## src/hdl/tfpr_pkg.sv

```systemverilog
// Shared types, constants and helper functions of the tiered fuzzy path ranker.
package tfpr_pkg;

   // Default sizing
   localparam int MAX_PATTERN_DEF = 16;
   localparam int LENGTH_CAP_DEF  = 4096;

   // Fixed field widths
   localparam int PATTERN_BYTES = 16;
   localparam int PATTERN_W     = 8 * PATTERN_BYTES;
   localparam int POS_W         = 16;
   localparam int FUZZY_W       = 18;
   localparam int SCORE_W       = 23;
   localparam int TIER_W        = 3;
   localparam int LEN_W         = 5;
   localparam int IDX_W         = 7;
   localparam int CSR_INDEX_W   = 2;
   localparam int CSR_DATA_W    = 64;
   localparam int TIER_STEP     = 1000000;

   // Register indexes of the configuration port
   typedef enum logic [CSR_INDEX_W-1:0] {
      CSR_PATTERN_LOW    = 2'd0,
      CSR_PATTERN_HIGH   = 2'd1,
      CSR_PATTERN_LENGTH = 2'd2
   } csr_reg_type;

   // Rank tiers
   typedef enum logic [TIER_W-1:0] {
      TIER_NONE        = 3'd0,
      TIER_SUBSEQUENCE = 3'd1,
      TIER_PATH_SUB    = 3'd2,
      TIER_BASE_SUB    = 3'd3,
      TIER_BASE_PREFIX = 3'd4,
      TIER_BASE_EXACT  = 3'd5
   } tier_type;

   // One result of the ranker
   typedef struct packed {
      logic                 matched;
      tier_type             tier;
      logic [SCORE_W-1:0]   score;
   } result_type;

   // Fold ASCII capitals to lower case
   function automatic logic [7:0] lower_byte(input logic [7:0] c);
      if (c inside {[8'h41:8'h5A]}) begin
         return c + 8'h20;
      end
      return c;
   endfunction

   // Pattern byte at a given index; bytes past the stored pattern read as zero
   function automatic logic [7:0] pattern_byte(input logic [PATTERN_W-1:0] pat,
                                               input logic [IDX_W-1:0] idx);
      if (idx < IDX_W'(PATTERN_BYTES)) begin
         return pat[idx[3:0] * 8 +: 8];
      end
      return 8'h00;
   endfunction

   // Score offset of a tier
   function automatic logic [SCORE_W-1:0] tier_base(input tier_type t);
      case (t)
         TIER_SUBSEQUENCE: return SCORE_W'(1 * TIER_STEP);
         TIER_PATH_SUB:    return SCORE_W'(2 * TIER_STEP);
         TIER_BASE_SUB:    return SCORE_W'(3 * TIER_STEP);
         TIER_BASE_PREFIX: return SCORE_W'(4 * TIER_STEP);
         TIER_BASE_EXACT:  return SCORE_W'(5 * TIER_STEP);
         default:          return '0;
      endcase
   endfunction

endpackage

```

## src/hdl/tfpr_cell.sv

```systemverilog
// One cell of the shift-and substring row: holds one bit of the match vector.
module tfpr_cell (
   input  logic       clock,
   input  logic       reset,
   input  logic       advance,
   input  logic       clear,
   input  logic       enable,
   input  logic       tail,
   input  logic       shift_in,
   input  logic [7:0] pat_char,
   input  logic [7:0] path_char,
   output logic       shift_out,
   output logic       hit
);

   logic vec_ff;
   logic vec_in;

   // Extend the partial match from the left neighbour when this byte agrees
   assign vec_in = shift_in & enable & (path_char == pat_char);

   // The cell at the pattern's last byte reports a full occurrence
   assign hit       = tail & vec_in;
   assign shift_out = vec_ff;

   // Advance on each request, drop the state after the final byte
   always_ff @(posedge clock) begin
      if (reset) begin
         vec_ff <= 1'b0;
      end else if (advance) begin
         vec_ff <= clear ? 1'b0 : vec_in;
      end
   end

endmodule

```

## src/hdl/tfpr_scorer.sv

```systemverilog
// Greedy subsequence scorer, position tracking, hit flags and result ranking.
module tfpr_scorer #(
   parameter int MAX_PATTERN = tfpr_pkg::MAX_PATTERN_DEF,
   parameter int LENGTH_CAP  = tfpr_pkg::LENGTH_CAP_DEF,
   localparam int CUR_W      = $clog2(MAX_PATTERN + 1)
) (
   input  logic                              clock,
   input  logic                              reset,
   input  logic                              advance,
   input  logic                              last,
   input  logic [7:0]                        path_char,
   input  logic [tfpr_pkg::POS_W-1:0]        basename_start,
   input  logic [tfpr_pkg::PATTERN_W-1:0]    pattern,
   input  logic [CUR_W-1:0]                  pat_len,
   input  logic                              sub_hit,
   output tfpr_pkg::result_type              result
);

   localparam int W18 = tfpr_pkg::POS_W + 2;
   localparam int SW  = tfpr_pkg::SCORE_W + 2;

   logic [CUR_W-1:0]                      cursor_ff, cursor_in;
   logic signed [tfpr_pkg::FUZZY_W-1:0]   fuzzy_ff, fuzzy_in;
   logic                                  have_ff, have_in;
   logic                                  prev_match_ff, prev_match_in;
   logic                                  gap_ff, gap_in;
   logic [7:0]                            prev_byte_ff;
   logic [tfpr_pkg::POS_W-1:0]            pos_ff, pos_in;
   logic [2:0]                            hits_ff, hits_in;

   logic                                  active;
   logic                                  char_match;
   logic                                  boundary;
   logic signed [6:0]                     delta;
   logic signed [tfpr_pkg::FUZZY_W:0]     fuzzy_sum;
   logic [W18-1:0]                        end_pos;
   logic [W18-1:0]                        base_end;
   logic [W18-1:0]                        path_len;
   logic [tfpr_pkg::FUZZY_W-2:0]          fuzzy_floor;
   logic [tfpr_pkg::POS_W-1:0]            len_capped;
   logic [SW-1:0]                         score_wide;
   tfpr_pkg::tier_type                    tier;

   assign active     = (pat_len != '0) && (cursor_ff < pat_len);
   assign char_match = path_char ==
                       tfpr_pkg::pattern_byte(pattern, tfpr_pkg::IDX_W'(cursor_ff));
   assign boundary   = (pos_ff == '0) ||
                       (prev_byte_ff inside {8'h2F, 8'h5F, 8'h2D, 8'h2E, 8'h20});

   // Weight of this byte in the subsequence score
   always_comb begin
      delta = '0;
      if (active) begin
         if (char_match) begin
            delta = 7'sd16;
            if (boundary) begin
               delta = delta + 7'sd8;
            end
            if ((cursor_ff == '0) && (pos_ff >= basename_start)) begin
               delta = delta + 7'sd8;
            end
            if (have_ff && prev_match_ff) begin
               delta = delta + 7'sd4;
            end
         end else if (have_ff) begin
            delta = gap_ff ? -7'sd1 : -7'sd3;
         end
      end
   end

   // Fuzzy sum, saturating at the bottom
   assign fuzzy_sum = {fuzzy_ff[tfpr_pkg::FUZZY_W-1], fuzzy_ff} +
                      (tfpr_pkg::FUZZY_W + 1)'(delta);
   always_comb begin
      if (fuzzy_sum < -(tfpr_pkg::FUZZY_W + 1)'(131072)) begin
         fuzzy_in = {1'b1, {(tfpr_pkg::FUZZY_W - 1){1'b0}}};
      end else begin
         fuzzy_in = fuzzy_sum[tfpr_pkg::FUZZY_W-1:0];
      end
   end

   // Subsequence control state
   always_comb begin
      cursor_in     = cursor_ff;
      have_in       = have_ff;
      prev_match_in = prev_match_ff;
      gap_in        = gap_ff;
      if (active) begin
         if (char_match) begin
            cursor_in     = cursor_ff + CUR_W'(1);
            have_in       = 1'b1;
            prev_match_in = 1'b1;
            gap_in        = 1'b0;
         end else begin
            gap_in        = have_ff | gap_ff;
            prev_match_in = 1'b0;
         end
      end
   end

   // Saturating position and substring hit flags
   assign pos_in   = (pos_ff == '1) ? pos_ff : pos_ff + tfpr_pkg::POS_W'(1);
   assign end_pos  = W18'(pos_ff) + W18'(1);
   assign base_end = W18'(basename_start) + W18'(pat_len);
   assign path_len = W18'(pos_in);

   always_comb begin
      hits_in = hits_ff;
      if (sub_hit) begin
         hits_in[0] = 1'b1;
         if (end_pos >= base_end) begin
            hits_in[1] = 1'b1;
         end
         if (end_pos == base_end) begin
            hits_in[2] = 1'b1;
         end
      end
   end

   // Rank the finished path
   always_comb begin
      if (hits_in[2] && (path_len == base_end)) begin
         tier = tfpr_pkg::TIER_BASE_EXACT;
      end else if (hits_in[2]) begin
         tier = tfpr_pkg::TIER_BASE_PREFIX;
      end else if (hits_in[1]) begin
         tier = tfpr_pkg::TIER_BASE_SUB;
      end else if (hits_in[0]) begin
         tier = tfpr_pkg::TIER_PATH_SUB;
      end else begin
         tier = tfpr_pkg::TIER_SUBSEQUENCE;
      end
   end

   assign fuzzy_floor = (fuzzy_in < tfpr_pkg::FUZZY_W'(1)) ? (tfpr_pkg::FUZZY_W - 1)'(1)
                                                          : fuzzy_in[tfpr_pkg::FUZZY_W-2:0];
   assign len_capped  = (pos_in > tfpr_pkg::POS_W'(LENGTH_CAP))
                        ? tfpr_pkg::POS_W'(LENGTH_CAP) : pos_in;
   assign score_wide  = SW'(tfpr_pkg::tier_base(tier)) + SW'({fuzzy_floor, 3'b000})
                        - SW'(len_capped);

   always_comb begin
      result.matched = 1'b0;
      result.tier    = tfpr_pkg::TIER_NONE;
      result.score   = '0;
      if (pat_len == '0) begin
         result.matched = 1'b1;
         result.score   = tfpr_pkg::SCORE_W'(1);
      end else if (cursor_in == pat_len) begin
         result.matched = 1'b1;
         result.tier    = tier;
         result.score   = score_wide[tfpr_pkg::SCORE_W-1:0];
      end
   end

   // Advance per request; clear the per-path state after the final byte
   always_ff @(posedge clock) begin
      if (reset) begin
         cursor_ff     <= '0;
         fuzzy_ff      <= '0;
         have_ff       <= 1'b0;
         prev_match_ff <= 1'b0;
         gap_ff        <= 1'b0;
         prev_byte_ff  <= '0;
         pos_ff        <= '0;
         hits_ff       <= '0;
      end else if (advance) begin
         if (last) begin
            cursor_ff     <= '0;
            fuzzy_ff      <= '0;
            have_ff       <= 1'b0;
            prev_match_ff <= 1'b0;
            gap_ff        <= 1'b0;
            prev_byte_ff  <= '0;
            pos_ff        <= '0;
            hits_ff       <= '0;
         end else begin
            cursor_ff     <= cursor_in;
            fuzzy_ff      <= fuzzy_in;
            have_ff       <= have_in;
            prev_match_ff <= prev_match_in;
            gap_ff        <= gap_in;
            prev_byte_ff  <= path_char;
            pos_ff        <= pos_in;
            hits_ff       <= hits_in;
         end
      end
   end

endmodule

```

## src/hdl/tiered_fuzzy_path_ranker_core.sv

```systemverilog
// Tiered fuzzy path ranker: one path byte per request, one ranked result per path.
//
// Takes one path byte per clock cycle; a new request is accepted in every cycle unless
// a finished result sits in the output register and the receiver stalls it. Each byte
// passes through a row of MAX_PATTERN cells that hold the shift-and substring vector,
// one bit per cell handed to the right neighbour on each accepted byte, and through a
// greedy subsequence scorer. The result (matched, tier, score) of a path is registered
// in the cycle that accepts its last byte and is offered on the next cycle. The user must
// load the pattern through the csr port while idle; the block does not enforce this.
module tiered_fuzzy_path_ranker_core #(
   parameter int MAX_PATTERN = tfpr_pkg::MAX_PATTERN_DEF,
   parameter int LENGTH_CAP  = tfpr_pkg::LENGTH_CAP_DEF
) (
   input  logic                               clock,
   input  logic                               reset,
   input  logic                               req_valid,
   output logic                               req_stall,
   input  logic [7:0]                         req_path_byte,
   input  logic [tfpr_pkg::POS_W-1:0]         req_basename_start,
   input  logic                               req_last_byte,
   output logic                               rsp_valid,
   input  logic                               rsp_stall,
   output logic                               rsp_matched,
   output logic [tfpr_pkg::TIER_W-1:0]        rsp_tier,
   output logic [tfpr_pkg::SCORE_W-1:0]       rsp_score,
   input  logic                               csr_write_enable,
   input  logic [tfpr_pkg::CSR_INDEX_W-1:0]   csr_index,
   input  logic [tfpr_pkg::CSR_DATA_W-1:0]    csr_write_data
);

   localparam int CUR_W = $clog2(MAX_PATTERN + 1);
   localparam int IW    = tfpr_pkg::IDX_W;

   logic [tfpr_pkg::CSR_DATA_W-1:0]   pat_low_ff;
   logic [tfpr_pkg::CSR_DATA_W-1:0]   pat_high_ff;
   logic [tfpr_pkg::LEN_W-1:0]        pat_len_ff;
   logic [tfpr_pkg::PATTERN_W-1:0]    pattern;
   logic [IW-1:0]                     len_ext;
   logic [IW-1:0]                     eff_len;
   logic [CUR_W-1:0]                  pat_len;

   logic                              advance;
   logic [7:0]                        path_char;
   logic [MAX_PATTERN:0]              chain;
   logic [MAX_PATTERN-1:0]            cell_hit;
   tfpr_pkg::result_type              result;
   tfpr_pkg::result_type              rsp_ff;
   logic                              rsp_valid_ff;

   // Configuration writes
   always_ff @(posedge clock) begin
      if (reset) begin
         pat_low_ff  <= '0;
         pat_high_ff <= '0;
         pat_len_ff  <= '0;
      end else if (csr_write_enable) begin
         case (csr_index)
            tfpr_pkg::CSR_PATTERN_LOW:    pat_low_ff  <= csr_write_data;
            tfpr_pkg::CSR_PATTERN_HIGH:   pat_high_ff <= csr_write_data;
            tfpr_pkg::CSR_PATTERN_LENGTH:
               pat_len_ff <= csr_write_data[tfpr_pkg::LEN_W-1:0];
            default: ;
         endcase
      end
   end

   // Clamp the pattern length to the row size
   assign pattern = {pat_high_ff, pat_low_ff};
   assign len_ext = IW'(pat_len_ff);
   assign eff_len = (len_ext > IW'(MAX_PATTERN)) ? IW'(MAX_PATTERN) : len_ext;
   assign pat_len = eff_len[CUR_W-1:0];

   // Handshake: hold requests only while a result waits and is stalled
   assign req_stall = rsp_valid_ff & rsp_stall;
   assign advance   = req_valid & ~req_stall;
   assign path_char = tfpr_pkg::lower_byte(req_path_byte);

   // Row of substring cells
   assign chain[0] = 1'b1;
   for (genvar j = 0; j < MAX_PATTERN; j++) begin : g_cell
      logic [7:0] pat_char;
      if (j < tfpr_pkg::PATTERN_BYTES) begin : g_stored
         assign pat_char = pattern[8*j +: 8];
      end else begin : g_blank
         assign pat_char = 8'h00;
      end
      tfpr_cell u_cell (
         .clock     (clock),
         .reset     (reset),
         .advance   (advance),
         .clear     (req_last_byte),
         .enable    (eff_len > IW'(j)),
         .tail      (eff_len == IW'(j + 1)),
         .shift_in  (chain[j]),
         .pat_char  (pat_char),
         .path_char (path_char),
         .shift_out (chain[j+1]),
         .hit       (cell_hit[j])
      );
   end

   // Subsequence scorer and ranking
   tfpr_scorer #(
      .MAX_PATTERN (MAX_PATTERN),
      .LENGTH_CAP  (LENGTH_CAP)
   ) u_scorer (
      .clock          (clock),
      .reset          (reset),
      .advance        (advance),
      .last           (req_last_byte),
      .path_char      (path_char),
      .basename_start (req_basename_start),
      .pattern        (pattern),
      .pat_len        (pat_len),
      .sub_hit        (|cell_hit),
      .result         (result)
   );

   // Output register
   always_ff @(posedge clock) begin
      if (reset) begin
         rsp_valid_ff <= 1'b0;
      end else if (advance && req_last_byte) begin
         rsp_valid_ff <= 1'b1;
      end else if (!rsp_stall) begin
         rsp_valid_ff <= 1'b0;
      end
   end

   always_ff @(posedge clock) begin
      if (advance && req_last_byte) begin
         rsp_ff <= result;
      end
   end

   assign rsp_valid   = rsp_valid_ff;
   assign rsp_matched = rsp_ff.matched;
   assign rsp_tier    = rsp_ff.tier;
   assign rsp_score   = rsp_ff.score;

endmodule

```

## config.mk

```make
export PLATFORM = sky130hd
export DESIGN_NAME = tiered_fuzzy_path_ranker_core
export DESIGN_NICKNAME = d
export VERILOG_FILES = /design/src/hdl/tfpr_pkg.sv /design/src/hdl/tfpr_cell.sv /design/src/hdl/tfpr_scorer.sv /design/src/hdl/tiered_fuzzy_path_ranker_core.sv
export SDC_FILE = /design/constraint.sdc
export NUM_CORES = 1
export LEC_CHECK = 0
export ABC_AREA = 0
export BUFFER_PORTS_ARGS = -buffer_cell sky130_fd_sc_hd__buf_2
export CORE_ASPECT_RATIO = 1.1
export CORE_MARGIN = 1.5
export CORE_UTILIZATION = 30
export CTS_BUF_LIST = sky130_fd_sc_hd__clkbuf_16
export DETAILED_ROUTE_END_ITERATION = 10
export PLACE_DENSITY_LB_ADDON = 0.3
export SETUP_SLACK_MARGIN = 0.1
export SYNTH_ARGS = -nofsm -noshare
export SYNTH_HDL_FRONTEND = slang
export SYNTH_SLANG_ARGS = --single-unit
export TNS_END_PERCENT = 10
```

## constraint.sdc

```tcl
create_clock -name clock -period 9.25 [get_ports clock]
set_clock_uncertainty 0.15 [all_clocks]
set_input_delay 0 -clock clock [delete_from_list [all_inputs] [get_ports clock]]
set_output_delay 0 -clock clock [all_outputs]
set_load 0.01 [all_outputs]
```

==> flow_summary.json <==
{
  "run_status": "complete, but fails checks",
  "violations": "capacitance limit, slew limit",
  "clk_latency_ns": 0.60,
  "multiInputGateArea_um2": 10540,
  "drc": 0,
  "hold_viol_final": 0,
  "worstPathMaxFanout": 5,
  "grt_pass1_vias": 14848,
  "tightest_slew_ns": 1.490,
  "end_kind": "register",
  "synth_flop_cell": "dfxtp_1",
  "fin_area_um2": 19370,
  "async_flop_share_pct": 0,
  "p_leak_nw": 7.589,
  "slew_violations": 1,
  "ys_warn_count": 0,
  "num-fill-cells": 5455,
  "fmax_mhz": 113.3,
  "dieWidth_um": 223.1,
  "setup_violations": 0,
  "cts_max_level": 1,
  "port_buffers": 124,
  "rows": 88,
  "synth.cell_area_um2": 15990,
  "synth_top_area_share_pct": 25.30,
  "synth_area_per_cell_um2": 8.050,
  "path_clk_slew_ns": 0.06,
  "antenna_found_initial": 0,
  "cpPeakStageDelay_ns": 0.56,
  "ys_ff_latch": 229,
  "worst_ep_arrival_time_ns": 8.97,
  "maxSlewHeadroom_pct": -0.5860,
  "diodes": 0,
  "cp_data_required_time_ns": 9.40,
  "drive_above_1_share_pct": 14.50,
  "rsz0062_at_grt": "true",
  "drtIter0Drc": 1124,
  "routed_wl_um": 54430,
  "first_pass_iters": 5,
  "die_h_um": 245.1,
  "yosysTopAreaCell": "dfxtp_1",
  "powerDensity_nw_per_um2": 127.6,
  "wl_per_cell_um": 19.11,
  "syn_inst": 1986,
  "crit_type": "reg -> reg",
  "peakVddDrop_mv": 0.1349,
  "crit_slowest_cell": "or4_4",
  "dp_cells": 2702,
  "place_area_um2": 17360,
  "tritoncts": "built",
  "dp_hpwl_um": 40720,
  "yosysSeqAreaShare_pct": 30.37,
  "cts-root-buf": "clkbuf_16",
  "syn_to_final_growth_pct": 21.17,
  "clock-sinks": 229,
  "coreArea_um2": 52520,
  "dieArea_um2": 54680,
  "worstHoldPathType": "in -> reg",
  "yosysMostFrequentCell": "nand2_1",
  "grt_max_degree": 96,
  "synth.distinct_cells": 91,
  "viasPerCell": 5.301,
  "vias": 15096,
  "start_kind": "register",
  "fin_tns_setup_ns": 0,
  "ant_nets": 0,
  "fin_nets": 2341,
  "fin_crit_sh_pct": 95.42,
  "globalRouteOverflowTotal": 0,
  "num_io_pins": 125,
  "fin_cells": 2848,
  "synthTopCellsByArea": "dfxtp_1 25%, nand2_1 8.1%, xnor2_1 7.7%",
  "cap_viol_max_count": 1,
  "synthTopCellsByCount": "346 x nand2_1, 208 x a21oi_1, 202 x dfxtp_1",
  "initial_utilization_pct": 30.44,
  "synth_edf_count": 27,
  "grt_usage_pct": 19.69,
  "clockBufferDepth": 3,
  "grt_pass1_wl_um": 85130,
  "routabilityCongestion": 0.9302,
  "finalPower_w": 0.002472,
  "timing.critical_path.mode_cell": "a21o_1",
  "finalCriticalPeriod_ns": 8.826,
  "regArea_um2": 4858,
  "numCtsBuffers": 28
}
[registers in the layout, indices dropped and copies added (netlist names), 3 cells and up]
register                 count
pat_high_ff                 64
pat_low_ff                  64
rsp_score                   23
u_scorer.fuzzy_ff           18
u_scorer.pos_ff             16
g_cell.u_cell.shift_out     15
u_scorer.prev_byte_ff        8
pat_len_ff                   5
u_scorer.cursor_ff           5
rsp_tier                     3
u_scorer.hits_ff             3
[worst paths after layout]
check                           start                        to  slack [ns]  cells after the start
max                u_scorer.pos_ff[0]             rsp_score[21]        0.42                     41
min reg2reg  u_scorer.prev_byte_ff[2]  u_scorer.prev_byte_ff[2]        0.32                      2
max reg2reg        u_scorer.pos_ff[0]             rsp_score[21]        0.42                     41
min                csr_write_data[51]            pat_low_ff[51]        0.04                      4
[metrics by stage]
stage / utilization (%) / setup slack (ns) / hold WS [ns]
2_1_floorplan: - / 0.7630 / -0.01403
3_3_place_gp: 33.06 / 0.1983 / 0.1007
3_5_place_dp: 33.06 / 0.01921 / 0.1082
4_1_cts: 36.42 / 0.1172 / 0.02400
5_1_grt: 36.88 / 0.001398 / 0.05227
6_report: 36.88 / 0.4235 / 0.04420
[power breakdown]
group / leakage [nW] / total (W) / switching, W / internal (W)
clock: 0.443 / 0.00104 / 0.000462 / 0.000581
combinational: 5.25 / 0.000366 / 0.000213 / 0.000153
sequential: 1.89 / 0.00106 / 0.0000279 / 0.00103
total: 7.59 / 0.00247 / 0.000703 / 0.00177
[what timing repair did]
action,4_1_cts,5_1_grt
pin swaps,0,25
hold buffers,88,0
resized for setup,4,41
setup buffers,0,6
endpoints found under the hold margin,191,0
setup endpoints to repair,1,6
[worst max-delay path: cells and delay by family, from the launching register on]
kind / cells / cell delay, ns
and+or+nand+nor: 6 / 1.19
xor gates and xnor gates: 2 / 0.35
buffers and inverters: 1 / 0.08
adders and majority gates: 5 / 1.22
AOI/OAI and AO/OA: 27 / 5.26
DFF: 1 / 0.32
[layout make-up]
| cell class | count | area share [%] |
|---|---|---|
| Clock inverter | 24 | 0.8720 |
| Tap cell | 675 | 4.360 |
| Sequential cell | 229 | 25.08 |
| Inverter | 75 | 1.453 |
| Multi-Input combinational cell | 1548 | 54.43 |
| Clock buffer | 28 | 3.617 |
| Timing Repair Buffer | 269 | 10.19 |
[kinds of logic after synthesis]
| group | count (synthesis) | share of synthesized area (%) |
|---|---|---|
| simple gates | 760 | 22.10 |
| compound gates | 420 | 16.52 |
| flops | 229 | 30.37 |
| xor+xnor | 214 | 11.72 |
| buf+inv | 212 | 5.291 |
| fa+ha+maj | 94 | 7.827 |
| mux | 55 | 6.120 |
| other cells | 2 | 0.04698 |
[metal layers]
layer  GRT usage, %  wire length, um  part of all wire (%)  up-vias
met2          33.97            26090                    48      480
met1          24.53            22980                    42     7201
met3          3.028             3056                   5.6      121
met5              0                0                     0        -
met4          7.763             2303                   4.2        0
li1               -                -                     -     7294
[cell usage in the layout, fill, tap and decap left out, types with 5 or more instances in the layout]
cell type | netlist | layout
a211oi_1 | 7 | 6
a21o_1 | 29 | 29
a21oi_1 | 208 | 201
a21oi_2 | 1 | 5
a22oi_1 | 36 | 36
a31oi_1 | 12 | 11
and2_1 | 14 | 14
and3_1 | 15 | 15
and4_1 | 7 | 7
buf_2 | 16 | 123
buf_4 | 2 | 54
clkbuf_16 | 0 | 28
clkinv_1 | 1 | 8
conb_1 | 2 | 5
dfxtp_1 | 202 | 201
dlygate4sd3_1 | 0 | 88
edfxtp_1 | 27 | 27
fa_1 | 10 | 10
ha_1 | 84 | 82
inv_1 | 73 | 81
mux2i_1 | 19 | 19
mux4_2 | 34 | 34
nand2_1 | 346 | 345
nand2b_1 | 10 | 10
nand3_1 | 32 | 32
nand3b_1 | 14 | 14
nand4_1 | 34 | 34
nor2_1 | 143 | 139
nor2b_1 | 11 | 11
nor3_1 | 45 | 43
nor4_1 | 44 | 42
o21a_1 | 13 | 12
o21ai_0 | 37 | 33
o21bai_1 | 8 | 8
or2_2 | 5 | 5
or3_1 | 10 | 10
or4_1 | 13 | 12
xnor2_1 | 140 | 139
xor2_1 | 74 | 74
Power figures use the tool's default switching activity.
